===== config.mk =====
export PLATFORM = sky130hd
export DESIGN_NAME = addressable_led_serial_encoder
export DESIGN_NICKNAME = d
export VERILOG_FILES = /design/src/rtl/core/aled_pkg.sv /design/src/rtl/core/addressable_led_serial_encoder.sv /design/src/rtl/core/aled_ram.sv /design/src/rtl/core/aled_cfg.sv /design/src/rtl/core/aled_ctrl.sv /design/src/rtl/core/aled_emit.sv
export VERILOG_INCLUDE_DIRS = /design/src /design/src/rtl/core
export SDC_FILE = /design/constraint.sdc
export NUM_CORES = 2
export LEC_CHECK = 0
export BUFFER_PORTS_ARGS = -buffer_cell sky130_fd_sc_hd__buf_2
export CORE_MARGIN = 2
export CORE_UTILIZATION = 25
export DETAILED_ROUTE_END_ITERATION = 8
export PLACE_DENSITY_LB_ADDON = 0.08
export SLEW_MARGIN = 20
export SYNTH_ARGS = -nofsm -noshare
export SYNTH_HDL_FRONTEND = slang
export SYNTH_SLANG_ARGS = --single-unit
export TNS_END_PERCENT = 30

===== constraint.sdc =====
create_clock -name clk -period 4.85 [get_ports clk]
set_input_delay 0.97 -clock clk [delete_from_list [all_inputs] [get_ports clk]]
set_output_delay 0.97 -clock clk [all_outputs]
set_load 0.01 [all_outputs]

===== src/rtl/core/addressable_led_serial_encoder_assert.svh =====
// Assertion macros used by the LED encoder sequencer (aled_ctrl).
`ifndef ADDRESSABLE_LED_SERIAL_ENCODER_ASSERT_SVH
`define ADDRESSABLE_LED_SERIAL_ENCODER_ASSERT_SVH

`ifndef SYNTHESIS
`define ALED_ASSERT(name, clk, rst_n, prop) \
	name: assert property (@(posedge clk) disable iff (!rst_n) prop) \
		else $error("aled: assertion failed");
`define ALED_ASSERT_NEXT(name, clk, rst_n, ante, cons) \
	name: assert property (@(posedge clk) disable iff (!rst_n) (ante) |=> (cons)) \
		else $error("aled: assertion failed");
`else
`define ALED_ASSERT(name, clk, rst_n, prop)
`define ALED_ASSERT_NEXT(name, clk, rst_n, ante, cons)
`endif

`endif


===== src/rtl/core/aled_pkg.sv =====
package aled_pkg;

	localparam int PIXEL_COUNT_DEF = 64;

	localparam int KIND_W  = 2;
	localparam int INDEX_W = 10;
	localparam int WORD_W  = 32;
	localparam int TICK_W  = 16;
	localparam int DUTY_W  = 8;
	localparam int BIT_W   = 5;
	localparam int CFGI_W  = 3;
	localparam int CFGD_W  = 16;

	// input word kinds
	localparam logic [KIND_W-1:0] KIND_WRITE = 2'd0;
	localparam logic [KIND_W-1:0] KIND_START = 2'd1;
	localparam logic [KIND_W-1:0] KIND_STOP  = 2'd2;
	localparam logic [KIND_W-1:0] KIND_TICK  = 2'd3;

	// line sequencer phases
	localparam logic [1:0] PH_IDLE = 2'd0;
	localparam logic [1:0] PH_DATA = 2'd1;
	localparam logic [1:0] PH_TAIL = 2'd2;
	localparam logic [1:0] PH_GAP  = 2'd3;

	// register indexes
	localparam logic [CFGI_W-1:0] CFG_BIT_PERIOD = 3'd0;
	localparam logic [CFGI_W-1:0] CFG_ONE_HIGH   = 3'd1;
	localparam logic [CFGI_W-1:0] CFG_ZERO_HIGH  = 3'd2;
	localparam logic [CFGI_W-1:0] CFG_LATCH_GAP  = 3'd3;
	localparam logic [CFGI_W-1:0] CFG_FOUR_CHAN  = 3'd4;

	localparam logic [TICK_W-1:0] BIT_PERIOD_RST = 16'd60;
	localparam logic [DUTY_W-1:0] ONE_HIGH_RST   = 8'd38;
	localparam logic [DUTY_W-1:0] ZERO_HIGH_RST  = 8'd19;
	localparam logic [TICK_W-1:0] LATCH_GAP_RST  = 16'd14400;

	typedef struct packed {
		logic [KIND_W-1:0]  kind;
		logic [INDEX_W-1:0] pixel_index;
		logic [WORD_W-1:0]  colour_word;
	} in_item_t;

	typedef struct packed {
		logic line_level;
		logic frame_pending;
		logic frame_done;
	} out_item_t;

	typedef struct packed {
		logic [TICK_W-1:0] bit_period_ticks;
		logic [DUTY_W-1:0] one_high_ticks;
		logic [DUTY_W-1:0] zero_high_ticks;
		logic [TICK_W-1:0] latch_gap_ticks;
		logic              four_channel_mode;
	} cfg_t;

	// sequencer state after the word held in stage 1, plus its store bypass
	typedef struct packed {
		logic              valid;
		logic [1:0]        phase;
		logic [TICK_W-1:0] tick;
		logic [BIT_W-1:0]  bit_pos;
		logic              pending;
		logic              done;
		logic              byp_hit;
		logic [WORD_W-1:0] byp_word;
	} stat_t;

endpackage


===== src/rtl/core/addressable_led_serial_encoder.sv =====
// One-wire addressable LED strip encoder.
// in channel (in_valid/in_ready/in_item): each word is a pixel write, a start,
//   a stop or one line clock tick. A start begins a frame (all pixels, MSB first,
//   one low tail bit, then the low latch gap) and turns on continuous repeat.
// out channel (out_valid/out_ready/out_item): exactly one word per input word,
//   in order: the line level after that word, the first-frame pending flag and
//   a done strobe on the tick that ends a latch gap.
// cfg channel (cfg_valid/cfg_ready/cfg_index/cfg_data): timing, 24/32 bit mode
//   regs, always ready; user must write only while block is quiet (unchecked).
// Throughput is one word per cycle unless the output stalls or the reset sweep
//   runs: the sequencer updates in the accept cycle while the pixel store read
//   of the new position is registered, then the line level is formed and
//   registered into the output stage.
// Reset: registers take their defaults and the pixel store is swept to zero,
//   one entry per cycle, so in_ready stays low until every entry is cleared.
//   Config writes are taken during the sweep.
// When out_ready is low the output word holds, one word waits in stage 1, and
//   in_ready drops until the output drains.
module addressable_led_serial_encoder #(
	parameter int PIXEL_COUNT = aled_pkg::PIXEL_COUNT_DEF
) (
	input  logic                        clk,
	input  logic                        arst_n,
	input  logic                        in_valid,
	output logic                        in_ready,
	input  aled_pkg::in_item_t          in_item,
	output logic                        out_valid,
	input  logic                        out_ready,
	output aled_pkg::out_item_t         out_item,
	input  logic                        cfg_valid,
	output logic                        cfg_ready,
	input  logic [aled_pkg::CFGI_W-1:0] cfg_index,
	input  logic [aled_pkg::CFGD_W-1:0] cfg_data
);
	import aled_pkg::*;

	localparam int AW = (PIXEL_COUNT > 1) ? $clog2(PIXEL_COUNT) : 1;

	cfg_t              cfg;
	stat_t             stat;
	logic              take;
	logic              mem_we;
	logic [AW-1:0]     mem_waddr;
	logic [WORD_W-1:0] mem_wdata;
	logic              mem_re;
	logic [AW-1:0]     mem_raddr;
	logic [WORD_W-1:0] mem_rdata;

	// timing and mode registers
	aled_cfg u_cfg (
		.clk       (clk),
		.arst_n    (arst_n),
		.cfg_valid (cfg_valid),
		.cfg_ready (cfg_ready),
		.cfg_index (cfg_index),
		.cfg_data  (cfg_data),
		.cfg       (cfg)
	);

	// sequencer: update phase, bit and pixel counters on each accepted word,
	// drive the store write port and the read of the next pixel position
	aled_ctrl #(
		.PIXEL_COUNT (PIXEL_COUNT),
		.AW          (AW)
	) u_ctrl (
		.clk       (clk),
		.arst_n    (arst_n),
		.in_valid  (in_valid),
		.in_ready  (in_ready),
		.in_item   (in_item),
		.cfg       (cfg),
		.take      (take),
		.stat      (stat),
		.mem_we    (mem_we),
		.mem_waddr (mem_waddr),
		.mem_wdata (mem_wdata),
		.mem_re    (mem_re),
		.mem_raddr (mem_raddr)
	);

	// one colour word per pixel
	aled_ram #(
		.WIDTH (WORD_W),
		.DEPTH (PIXEL_COUNT),
		.AW    (AW)
	) u_store (
		.clk   (clk),
		.we    (mem_we),
		.waddr (mem_waddr),
		.wdata (mem_wdata),
		.re    (mem_re),
		.raddr (mem_raddr),
		.rdata (mem_rdata)
	);

	// line level from the fetched word and the tick count; hold under stall
	aled_emit u_emit (
		.clk       (clk),
		.arst_n    (arst_n),
		.cfg       (cfg),
		.stat      (stat),
		.rdata     (mem_rdata),
		.take      (take),
		.out_valid (out_valid),
		.out_ready (out_ready),
		.out_item  (out_item)
	);

endmodule


===== src/rtl/core/aled_ram.sv =====
module aled_ram #(
	parameter int WIDTH = 32,
	parameter int DEPTH = 64,
	parameter int AW    = (DEPTH > 1) ? $clog2(DEPTH) : 1
) (
	input  logic             clk,
	input  logic             we,
	input  logic [AW-1:0]    waddr,
	input  logic [WIDTH-1:0] wdata,
	input  logic             re,
	input  logic [AW-1:0]    raddr,
	output logic [WIDTH-1:0] rdata
);

	logic [WIDTH-1:0] mem [DEPTH];
	logic [WIDTH-1:0] rdata_q;

	always_ff @(posedge clk) begin
		if (we) begin
			mem[waddr] <= wdata;
		end
		if (re) begin
			rdata_q <= mem[raddr];
		end
	end

	assign rdata = rdata_q;

endmodule


===== src/rtl/core/aled_cfg.sv =====
module aled_cfg (
	input  logic                        clk,
	input  logic                        arst_n,
	input  logic                        cfg_valid,
	output logic                        cfg_ready,
	input  logic [aled_pkg::CFGI_W-1:0] cfg_index,
	input  logic [aled_pkg::CFGD_W-1:0] cfg_data,
	output aled_pkg::cfg_t              cfg
);
	import aled_pkg::*;

	cfg_t cfg_q;

	assign cfg_ready = 1'b1;

	always_ff @(posedge clk or negedge arst_n) begin
		if (!arst_n) begin
			cfg_q.bit_period_ticks  <= BIT_PERIOD_RST;
			cfg_q.one_high_ticks    <= ONE_HIGH_RST;
			cfg_q.zero_high_ticks   <= ZERO_HIGH_RST;
			cfg_q.latch_gap_ticks   <= LATCH_GAP_RST;
			cfg_q.four_channel_mode <= 1'b0;
		end else if (cfg_valid) begin
			unique case (cfg_index)
				CFG_BIT_PERIOD: cfg_q.bit_period_ticks  <= cfg_data;
				CFG_ONE_HIGH:   cfg_q.one_high_ticks    <= cfg_data[DUTY_W-1:0];
				CFG_ZERO_HIGH:  cfg_q.zero_high_ticks   <= cfg_data[DUTY_W-1:0];
				CFG_LATCH_GAP:  cfg_q.latch_gap_ticks   <= cfg_data;
				CFG_FOUR_CHAN:  cfg_q.four_channel_mode <= cfg_data[0];
				default: ; // drop writes to unused indexes
			endcase
		end
	end

	assign cfg = cfg_q;

endmodule


===== src/rtl/core/aled_ctrl.sv =====
`include "addressable_led_serial_encoder_assert.svh"

module aled_ctrl #(
	parameter int PIXEL_COUNT = aled_pkg::PIXEL_COUNT_DEF,
	parameter int AW          = (PIXEL_COUNT > 1) ? $clog2(PIXEL_COUNT) : 1
) (
	input  logic                        clk,
	input  logic                        arst_n,
	input  logic                        in_valid,
	output logic                        in_ready,
	input  aled_pkg::in_item_t          in_item,
	input  aled_pkg::cfg_t              cfg,
	input  logic                        take,
	output aled_pkg::stat_t             stat,
	output logic                        mem_we,
	output logic [AW-1:0]               mem_waddr,
	output logic [aled_pkg::WORD_W-1:0] mem_wdata,
	output logic                        mem_re,
	output logic [AW-1:0]               mem_raddr
);
	import aled_pkg::*;

	localparam logic [AW:0] PC_EXT   = (AW+1)'(PIXEL_COUNT);
	localparam logic [AW:0] PC_LAST  = (AW+1)'(PIXEL_COUNT - 1);
	localparam logic [INDEX_W:0] PC_IDX = (INDEX_W+1)'(PIXEL_COUNT);

	logic [1:0]        phase_q, phase_d;
	logic [TICK_W-1:0] tick_q, tick_d;
	logic [BIT_W-1:0]  bit_q, bit_d;
	logic [AW-1:0]     pos_q, pos_d;
	logic              cont_q, cont_d;
	logic              pend_q, pend_d;
	logic              done_d;
	logic              we_item;
	logic              accept;
	logic              clr_busy_q;
	logic [AW-1:0]     clr_idx_q;

	logic              valid_s1;
	logic              done_s1;
	logic              byp_hit_s1;
	logic [WORD_W-1:0] byp_word_s1;

	logic [TICK_W:0]   tick_inc;
	logic [TICK_W-1:0] per_len;
	logic [TICK_W-1:0] gap_len;
	logic              end_bit;
	logic              end_gap;
	logic [BIT_W:0]    bit_inc;
	logic [BIT_W:0]    bpp;
	logic              end_pix;
	logic [AW:0]       pos_inc;
	logic              end_frame;
	logic              idx_ok;

	assign in_ready = !clr_busy_q && (!valid_s1 || take);
	assign accept   = in_valid && in_ready;

	assign tick_inc  = {1'b0, tick_q} + (TICK_W+1)'(1);
	assign per_len   = (cfg.bit_period_ticks == '0) ? TICK_W'(1) : cfg.bit_period_ticks;
	assign gap_len   = (cfg.latch_gap_ticks == '0) ? TICK_W'(1) : cfg.latch_gap_ticks;
	assign end_bit   = tick_inc[TICK_W] || (tick_inc[TICK_W-1:0] >= per_len);
	assign end_gap   = tick_inc[TICK_W] || (tick_inc[TICK_W-1:0] >= gap_len);
	assign bit_inc   = {1'b0, bit_q} + (BIT_W+1)'(1);
	assign bpp       = cfg.four_channel_mode ? (BIT_W+1)'(32) : (BIT_W+1)'(24);
	assign end_pix   = bit_inc >= bpp;
	assign pos_inc   = {1'b0, pos_q} + (AW+1)'(1);
	assign end_frame = pos_inc >= PC_EXT;
	assign idx_ok    = {1'b0, in_item.pixel_index} < PC_IDX;

	always_comb begin
		phase_d = phase_q;
		tick_d  = tick_q;
		bit_d   = bit_q;
		pos_d   = pos_q;
		cont_d  = cont_q;
		pend_d  = pend_q;
		done_d  = 1'b0;
		we_item = 1'b0;
		if (accept) begin
			unique case (in_item.kind)
				KIND_WRITE: we_item = idx_ok && !pend_q;
				KIND_START: begin
					if (!cont_q && !pend_q) begin
						pend_d  = 1'b1;
						phase_d = PH_DATA;
						tick_d  = '0;
						bit_d   = '0;
						pos_d   = '0;
					end
					cont_d = 1'b1;
				end
				KIND_STOP: begin
					phase_d = PH_IDLE;
					tick_d  = '0;
					bit_d   = '0;
					pos_d   = '0;
					cont_d  = 1'b0;
					pend_d  = 1'b0;
				end
				KIND_TICK: begin
					unique case (phase_q)
						PH_IDLE: ;
						PH_DATA: begin
							tick_d = tick_inc[TICK_W-1:0];
							if (end_bit) begin
								tick_d = '0;
								bit_d  = bit_inc[BIT_W-1:0];
								if (end_pix) begin
									bit_d = '0;
									pos_d = pos_inc[AW-1:0];
									if (end_frame) begin
										pos_d   = '0;
										phase_d = PH_TAIL;
									end
								end
							end
						end
						PH_TAIL: begin
							tick_d = tick_inc[TICK_W-1:0];
							if (end_bit) begin
								tick_d  = '0;
								phase_d = PH_GAP;
							end
						end
						PH_GAP: begin
							tick_d = tick_inc[TICK_W-1:0];
							if (end_gap) begin
								done_d  = 1'b1;
								pend_d  = 1'b0;
								tick_d  = '0;
								bit_d   = '0;
								pos_d   = '0;
								phase_d = cont_q ? PH_DATA : PH_IDLE;
							end
						end
					endcase
				end
			endcase
		end
	end

	// store write port: zero sweep after reset, then pixel writes
	assign mem_we    = clr_busy_q || we_item;
	assign mem_waddr = clr_busy_q ? clr_idx_q : in_item.pixel_index[AW-1:0];
	assign mem_wdata = clr_busy_q ? '0 : in_item.colour_word;
	assign mem_re    = accept;
	assign mem_raddr = pos_d;

	always_ff @(posedge clk or negedge arst_n) begin
		if (!arst_n) begin
			phase_q    <= PH_IDLE;
			tick_q     <= '0;
			bit_q      <= '0;
			pos_q      <= '0;
			cont_q     <= 1'b0;
			pend_q     <= 1'b0;
			clr_busy_q <= 1'b1;
			clr_idx_q  <= '0;
			valid_s1   <= 1'b0;
			done_s1    <= 1'b0;
			byp_hit_s1 <= 1'b0;
		end else begin
			phase_q <= phase_d;
			tick_q  <= tick_d;
			bit_q   <= bit_d;
			pos_q   <= pos_d;
			cont_q  <= cont_d;
			pend_q  <= pend_d;
			if (clr_busy_q) begin
				clr_idx_q <= clr_idx_q + AW'(1);
				if ({1'b0, clr_idx_q} == PC_LAST) begin
					clr_busy_q <= 1'b0;
				end
			end
			if (accept) begin
				valid_s1   <= 1'b1;
				done_s1    <= done_d;
				byp_hit_s1 <= we_item && (in_item.pixel_index[AW-1:0] == pos_d);
			end else if (take) begin
				valid_s1 <= 1'b0;
			end
		end
	end

	always_ff @(posedge clk) begin
		if (accept) begin
			byp_word_s1 <= in_item.colour_word;
		end
	end

	assign stat.valid    = valid_s1;
	assign stat.phase    = phase_q;
	assign stat.tick     = tick_q;
	assign stat.bit_pos  = bit_q;
	assign stat.pending  = pend_q;
	assign stat.done     = done_s1;
	assign stat.byp_hit  = byp_hit_s1;
	assign stat.byp_word = byp_word_s1;

	`ALED_ASSERT(a_idle_counters_zero, clk, arst_n,
		(phase_q == PH_IDLE) |-> (tick_q == '0 && bit_q == '0 && pos_q == '0))
	`ALED_ASSERT(a_pending_not_idle, clk, arst_n, pend_q |-> (phase_q != PH_IDLE))
	`ALED_ASSERT(a_tail_gap_positions_zero, clk, arst_n,
		(phase_q == PH_TAIL || phase_q == PH_GAP) |-> (bit_q == '0 && pos_q == '0))
	`ALED_ASSERT_NEXT(a_stop_goes_idle, clk, arst_n, accept && in_item.kind == KIND_STOP,
		phase_q == PH_IDLE && !pend_q && !cont_q)

endmodule


===== src/rtl/core/aled_emit.sv =====
module aled_emit (
	input  logic                        clk,
	input  logic                        arst_n,
	input  aled_pkg::cfg_t              cfg,
	input  aled_pkg::stat_t             stat,
	input  logic [aled_pkg::WORD_W-1:0] rdata,
	output logic                        take,
	output logic                        out_valid,
	input  logic                        out_ready,
	output aled_pkg::out_item_t         out_item
);
	import aled_pkg::*;

	logic              out_valid_q;
	out_item_t         out_item_q;
	logic [WORD_W-1:0] word;
	logic [BIT_W:0]    bpp;
	logic [BIT_W-1:0]  sel;
	logic              cur_bit;
	logic [DUTY_W-1:0] high;
	logic              level;

	assign take = !out_valid_q || out_ready;

	// pick the current bit, most significant used bit first
	assign word    = stat.byp_hit ? stat.byp_word : rdata;
	assign bpp     = cfg.four_channel_mode ? (BIT_W+1)'(32) : (BIT_W+1)'(24);
	assign sel     = (cfg.four_channel_mode ? BIT_W'(31) : BIT_W'(23)) - stat.bit_pos;
	assign cur_bit = ({1'b0, stat.bit_pos} < bpp) ? word[sel] : 1'b0;
	assign high    = cur_bit ? cfg.one_high_ticks : cfg.zero_high_ticks;
	assign level   = (stat.phase == PH_DATA) && (stat.tick < {{(TICK_W-DUTY_W){1'b0}}, high});

	always_ff @(posedge clk or negedge arst_n) begin
		if (!arst_n) begin
			out_valid_q <= 1'b0;
		end else if (take) begin
			out_valid_q <= stat.valid;
		end
	end

	always_ff @(posedge clk) begin
		if (take && stat.valid) begin
			out_item_q.line_level    <= level;
			out_item_q.frame_pending <= stat.pending;
			out_item_q.frame_done    <= stat.done;
		end
	end

	assign out_valid = out_valid_q;
	assign out_item  = out_item_q;

endmodule

-- Word-level counts from Yosys, hierarchy flattened
Memories as Yosys holds them, arrays and structs flattened. A register that Yosys moved wholly into a read port is not among the register bits.
Cells that the tools add are included.
Widths: inputs -> output; s select.
- memories: 1
- bits of input ports: 68
- word-level logic and storage cells: 148
- RAM bits: 2048
- flip-flop bits (word level): 126
- output and inout port bits: 6
- $lt $le $gt $ge: 8
- reductions and logical operators: 35
- $add $sub $neg: 5
- multiplexer cells: 55
- eq/ne operators: 23
- memories (name ; depth ; bits a word ; rd ports ; clocked after memory_dff ; write ports ; RTL line ; RTL):
    u_store.mem ; 64 ; 32 ; 1 ; 1 ; 1 ; aled_ram.sv:15 ; logic [WIDTH-1:0] mem [DEPTH];
- operators by type and width (cell ; count):
    $mux 16 ; 5
    $mux 32 ; 2
    $mux 6 ; 8
    $pmux 16 s3 ; 1
    $ge 16x16->1 ; 2
    $logic_not 16->1 ; 2
    $pmux 16 s2 ; 1
    $ne 3x2->1 const B ; 7
    $mux 5 ; 4
    $pmux 6 s3 ; 1
    $add 16x1->17 const B ; 1
    $mux 1 ; 17
    $lt 16x8->1 ; 1
    $pmux 5 s3 ; 1
    $mux 2 ; 6
    $pmux 2 s3 ; 2
    $pmux 6 s2 ; 1
    $reduce_and 2->1 ; 6
    $lt 10x7->1 const B ; 1
    $pmux 5 s2 ; 1
    $reduce_and 9->1 ; 1
    $eq 2x2->1 const B ; 4
    $mux 8 ; 1
    $add 6x1->7 const B ; 1
    other kinds (30) ; 49

-- Depth between registers and ports, before layout
- depth in word-level cells: 10
- gate-level depth with buffers: 26
- depth with buffers taken out: 20

-- Modules after synthesis
From an unflattened synthesis, not the netlist that was laid out.
- cells, all modules: 4056
- area total of the unflattened synthesis: 86759.5 µm²
- modules (own cells, without submodules) (module ; instances ; seq. area each (µm²) ; cells each ; area an instance (µm²)):
    aled_ram ; 1 ; 62459.9 ; 3324 ; 78833.1
    aled_ctrl ; 1 ; 1988.2 ; 535 ; 5004.8
    aled_cfg ; 1 ; 1243.7 ; 109 ; 1906.8
    aled_emit ; 1 ; 115.1 ; 88 ; 1014.7

-- Least setup slack after synthesis
Ideal clock, no wire load.
- path type: in2reg
- start point: in out_ready
- end point: mem u_store.mem[12][0], enable pin
- data required time: 4.429 ns
- data arrival time: 4.927 ns
- path buffers: 1
- library setup time: 0.421 ns
- cell stages on the path: 8
- setup slack: -0.498 ns
- cell sequence: nand3b_2 > nand3b_4 > inv_1 > and4_1 > or2_2 > clkbuf_1 > nand3_1 > nor2_1
- word-level cells in the longest chain between the ends: 8
- ends and longest elaborated chain (what ; RTL line ; RTL):
    from (decl) ; addressable_led_serial_encoder.sv:28 ; input logic out_ready,
    $logic_or 1x1->1 ; aled_emit.sv:23 ; assign take = !out_valid_q || out_ready;
    $logic_or 1x1->1 ; aled_ctrl.sv:56 ; assign in_ready = !clr_busy_q && (!valid_s1 || take);
    $logic_and 1x1->1 ; aled_ctrl.sv:56 ;
    $logic_and 1x1->1 ; aled_ctrl.sv:57 ; assign accept = in_valid && in_ready;
    via mem_re ; addressable_led_serial_encoder.sv:45 ; logic mem_re;
    $mux 1 ; aled_ctrl.sv:80 ; if (accept) begin
    $logic_or 1x1->1 ; aled_ctrl.sv:144 ; assign mem_we = clr_busy_q || we_item;
    $mux 1 ; aled_ram.sv:19 ; if (we) begin
    $mux 1 (not written as such) ; aled_ram.sv:20 ; mem[waddr] <= wdata;
    to (decl) ; aled_ram.sv:15 ;
The timed path passes the listed nets, and every way through them passes these cells.

-- Worst setup path after layout
- start point: reg u_ctrl.tick_q[2]
- end point: reg u_store.rdata_q[7] (netlist: u_store.rdata[7]), read port of u_store.mem (data pin)
- word-level cells in the longest chain between the ends: 7
- elaborated cells between the ends (all ways): 10
- classes of those cells: add/sub (1); order compare (2); mux (5); reduce/logical (2)
- ends and longest elaborated chain (what ; RTL line ; RTL):
    from (decl) ; aled_ctrl.sv:28 ; logic [TICK_W-1:0] tick_q, tick_d;
    from (signal assigned) ; aled_ctrl.sv:165 ; tick_q <= tick_d;
    $add 16x1->17 (*) ; aled_ctrl.sv:59 ; assign tick_inc = {1'b0, tick_q} + (TICK_W+1)'(1);
    $ge 16x16->1 (on tied branches) ; aled_ctrl.sv:63, aled_ctrl.sv:62 ;
    $logic_or 1x1->1 (on tied branches) ; aled_ctrl.sv:63, aled_ctrl.sv:62 ;
    $mux 6 (on tied branches) ; aled_ctrl.sv:128, aled_ctrl.sv:106 ;
    $pmux 6 s2 (*) ; aled_ctrl.sv:102 ; unique case (phase_q)
    $pmux 6 s3 (*) ; aled_ctrl.sv:81 ; unique case (in_item.kind)
    $mux 6 (*) ; aled_ctrl.sv:80 ;
    to (decl) ; aled_ram.sv:16 ; logic [WIDTH-1:0] rdata_q;
Every way passes the cells marked *; elsewhere a longest branch is shown, timed or not.
A chain may end at the register's enable or synchronous reset.

==> summary.md <==
| Metric | Value |
|---|---|
| Slowest cell on the critical path | `a32oi_2` |
| Hold Path Class | `input port to async pin` |
| Starting Density | `25.09%` |
| Via count | `around 60,000` |
| Final WS setup | `-0.7901 ns` |
| Vias/cell | `4.806` |
| Mapped cell area | `approximately 0.090 mm²` |
| Switching Power | `10.67 mW` |
| Synth warn | `0` |
| All-Layer GR Usage | `between 15 and 20%` |
| Hpwl dp | `around 220 mm` |
| Top FF cell, synth | `edfxtp_1` |
| Final period utilization | `116.3%` |
| Pleak | `41.69 nW` |
| GPL Wtd Cong | `about 0.8` |
| CP Buf/Inv Count | `8` |
| Die Span Y | `around 600 µm` |
| DRC | `0` |
| RSZ-0062 raised after global routing | `true` |
| Total grt overflow | `0` |
| Final Max Slew Viols | `0` |
| Dpl ws | `-1.878 ns` |
| Synth Register Bits | `2,206` |
| Final hold vios | `0` |
| Most frequent cells in the layout | `edfxtp_1 (2,115), nand2_1 (1,683), nand3_1 (676)` |
| Port bufs | `roughly 70` |
| Initial antenna violation count | `46` |
| DRT Wirelength | `between 300 and 400 mm` |
| Sw Share | `24.05%` |
| Vias in the first global route | `~60,000` |
| Post-synth top area share | `70.58%` |
| Fin Hold WS | `~0.21 ns` |
| F_max | `around 180 MHz` |
| Layout cells sized above 1 | `23.11%` |
| Ports | `74` |
| Distinct cells, synth | `93` |
| Final nets | `7,736` |
| Worst Setup End Kind | `flip-flop` |
| CTS clk-pin slew, worst paths | `0.06 ns` |
| TritonCTS Buffers | `272` |
| Cell Int Power | `~34 mW` |
| IR drop worst, VDD | `roughly 0.24 mV` |
| Clk pwr share | `44.4%` |
| CTS tree | `built` |
| Number of synthesized flops with an enable pin | `2,115` |
| Core area | `0.3587 mm²` |
| Wire per inst | `between 20 and 30 µm` |
| Area growth from synthesis to layout | `28.79%` |
| Most common cell after layout, fill and taps aside | `edfxtp_1` |
| R2R Path Start | `u_ctrl.tick_q[2]` |
| Gate Count Post-Synth | `~6,700` |
| Startpoint type of the worst setup path | `flip-flop` |
| Max clock buf depth | `4` |
| Slew of the pin with the lowest slew margin | `roughly 1.1 ns` |
| Combinational power share | `slightly below 8%` |
| Sequential share of power | `47.8%` |
| Maxcap violations | `0` |
| Seq/Total Area, Yosys | `73.13%` |
| Remaining antenna violation count after routing | `0` |
| Setup Skew | `0.05344 ns` |
| Top delay family on crit path | `simple AND/OR/NAND/NOR gates` |
| CTS root buffer | `clkbuf_16` |
| Failing checks | `setup timing` |
| Asr flop ratio synth | `4.125%` |
| Power density cells | `about 380 mW/mm²` |
| Syn Area/Cell | `~13 µm²` |
| Sum Neg Setup Slack | `-17.70 ns` |
| Crit path DAT | `6.30 ns` |
| DIE AREA | `between 0.3 and 0.4 mm²` |
| Top cells by area, synth | `edfxtp_1 (71%), nand2_1 (7.1%), nand3_1 (3.8%)` |
| CP startpoint | `u_ctrl.tick_q[2]` |
| DIE WIDTH | `603.9 µm` |
| Clock Latency Late Sink | `slightly above 0.9 ns` |
| Worst path max stage delay | `approximately 0.52 ns` |
| DRT Pass-1 Iters | `7` |
| CP Data Required Time | `5.51 ns` |
| CTS Sinks | `2,206` |
| Largest net degree at the start of global routing | `80` |
| Synth area leader | `edfxtp_1` |
| 1st-iter DRT viols | `5,853` |
| Crit path kind | `flip-flop to flip-flop` |
| Final setup violating endpoints | `33` |
| Crit path max fanout | `4` |
| H-tree depth | `5` |
| Worst rel slew slack | `23.51%` |
| Final core area utilization | `32.31%` |
| First-pass GRT wire length | `507.6 mm` |
| Row count | `between 200 and 250` |
| Syn Nets | `6,828` |
| Status | `finished with violations` |
| Crit path time final | `5.640 ns` |
## stage by stage
step | area (µm²) | instances | total power, mW
final | 115900 | 12600 | 44.37
after global routing | 115900 | 12590 | 45.92
after CTS | 114600 | 12550 | 44.83
after detailed placement | 103300 | 11960 | 24.67
after global placement | 103200 | 11960 | 24.67
after floorplan | 89980 | 6702 | 23.16
## power groups by stage
stage          Clock [mW]  Combinational, mW  Sequential (mW)
6_report             19.7               3.46             21.2
5_1_grt              21.0               3.75             21.2
4_1_cts              20.3               3.38             21.2
3_5_place_dp            0               3.08             21.6
3_3_place_gp            0               3.08             21.6
2_1_floorplan           0               1.61             21.5
## sequential cells by signal, indices dropped and copies added (netlist names), 3 cells and up
name,flops
u_ctrl.byp_word_s1,32
u_store.rdata,32
u_emit.out_item,3
u_ctrl.pos_q,6
u_ctrl.bit_q,5
u_cfg.cfg,49
u_ctrl.clr_idx_q,6
u_ctrl.tick_q,16
u_store.mem,2048
## metal layers
layer	global-route usage, %	share of wire [%]
met1	28.08	46
met2	32.54	47
met3	2.533	4.8
met4	4.203	2.4
met5	0	0.011
## kinds of logic (layout without fill, tap and decap cells)
kind of cell	Yosys count	count (layout)	share of synthesized area (%)
and+or+nand+nor	2936	2936	14.54
DFF	2206	2206	73.13
AOI/OAI and AO/OA	750	750	5.540
buffers and inverters	474	1584	2.689
muxes	249	249	3.008
adders and majority gates	58	58	0.8065
xor gates and xnor gates	28	28	0.2725
other	1	14	0.004168
## worst register-to-register path, cell delays in order (launching register included)
cell,delay (ns)
dfrtp_1,0.34
and4_4,0.23
nand4_1,0.13
nor2_2,0.16
and3_4,0.22
buf_6,0.11
nand3_4,0.09
xnor2_4,0.15
ha_4,0.28
nand4_1,0.17
nor3_4,0.30
a32oi_4,0.19
buf_6,0.17
a31oi_4,0.22
mux2_4,0.33
o211a_4,0.17
buf_12,0.16
inv_16,0.09
buf_6,0.11
a21oi_4,0.04
nand2_8,0.08
buf_12,0.11
buf_8,0.10
a21oi_4,0.04
nor3b_4,0.28
buf_4,0.17
nand4_1,0.45
a32oi_2,0.52
## cell usage after synthesis (8+ instances only)
master	number
a31oi_1	179
dfstp_2	15
inv_1	50
a32oi_1	18
o31ai_1	12
nor3b_1	13
nand2b_1	16
nor2b_1	39
nor2_1	91
a221oi_1	13
o22a_1	11
mux2i_1	195
nand2_1	1701
edfxtp_1	2115
nor3_1	45
o22ai_1	50
nand3_1	691
and3_1	199
o2111ai_1	24
a311o_1	8
mux2_2	40
buf_2	238
mux4_2	13
a21oi_1	190
clkbuf_1	94
dfrtp_1	76
buf_4	52
nor4_1	45
xnor2_1	21
a311oi_1	69
buf_1	19
nand4_1	51
o221ai_1	12
ha_1	58
buf_6	12
o21ai_0	65
o21a_1	13
## area by class of cell
class	instances	area [µm²]
inverters	55	281.5
multi-input cells	4022	23980
repair buffers	1053	11460
diodes	13	32.53
flip-flops and latches	2206	65810
fillers	35590	242800
clock buffers	338	7213
well taps	4773	5972
clock inverters	138	1140
## path summary, 6_finish.rpt
| path | depth (start not counted) | endpoint | slack, ns |
|---|---|---|---|
| worst max-delay path | 27 | u_store.rdata[7] | -0.79 |
| worst min-delay path | 1 | u_emit.out_valid | 0.21 |
| worst max register to register | 27 | u_store.rdata[7] | -0.79 |
| worst min register to register | 0 | u_emit.out_item[0] | 0.44 |
| max in group asynchronous | 2 | u_ctrl.clr_busy_q | 3.65 |
| min in group clk | 1 | u_ctrl.byp_word_s1[1] | 0.27 |
## what timing repair did
item / in CTS / in global routing
endpoints found under the setup margin: 33 / 33
hold buffers: 0 / 0
setup buffers: 97 / 32
pin swaps: 66 / 64
gates resized for setup: 319 / 167
gates cloned: 19 / 11
No activity file was read; power rests on OpenSTA's default activity.
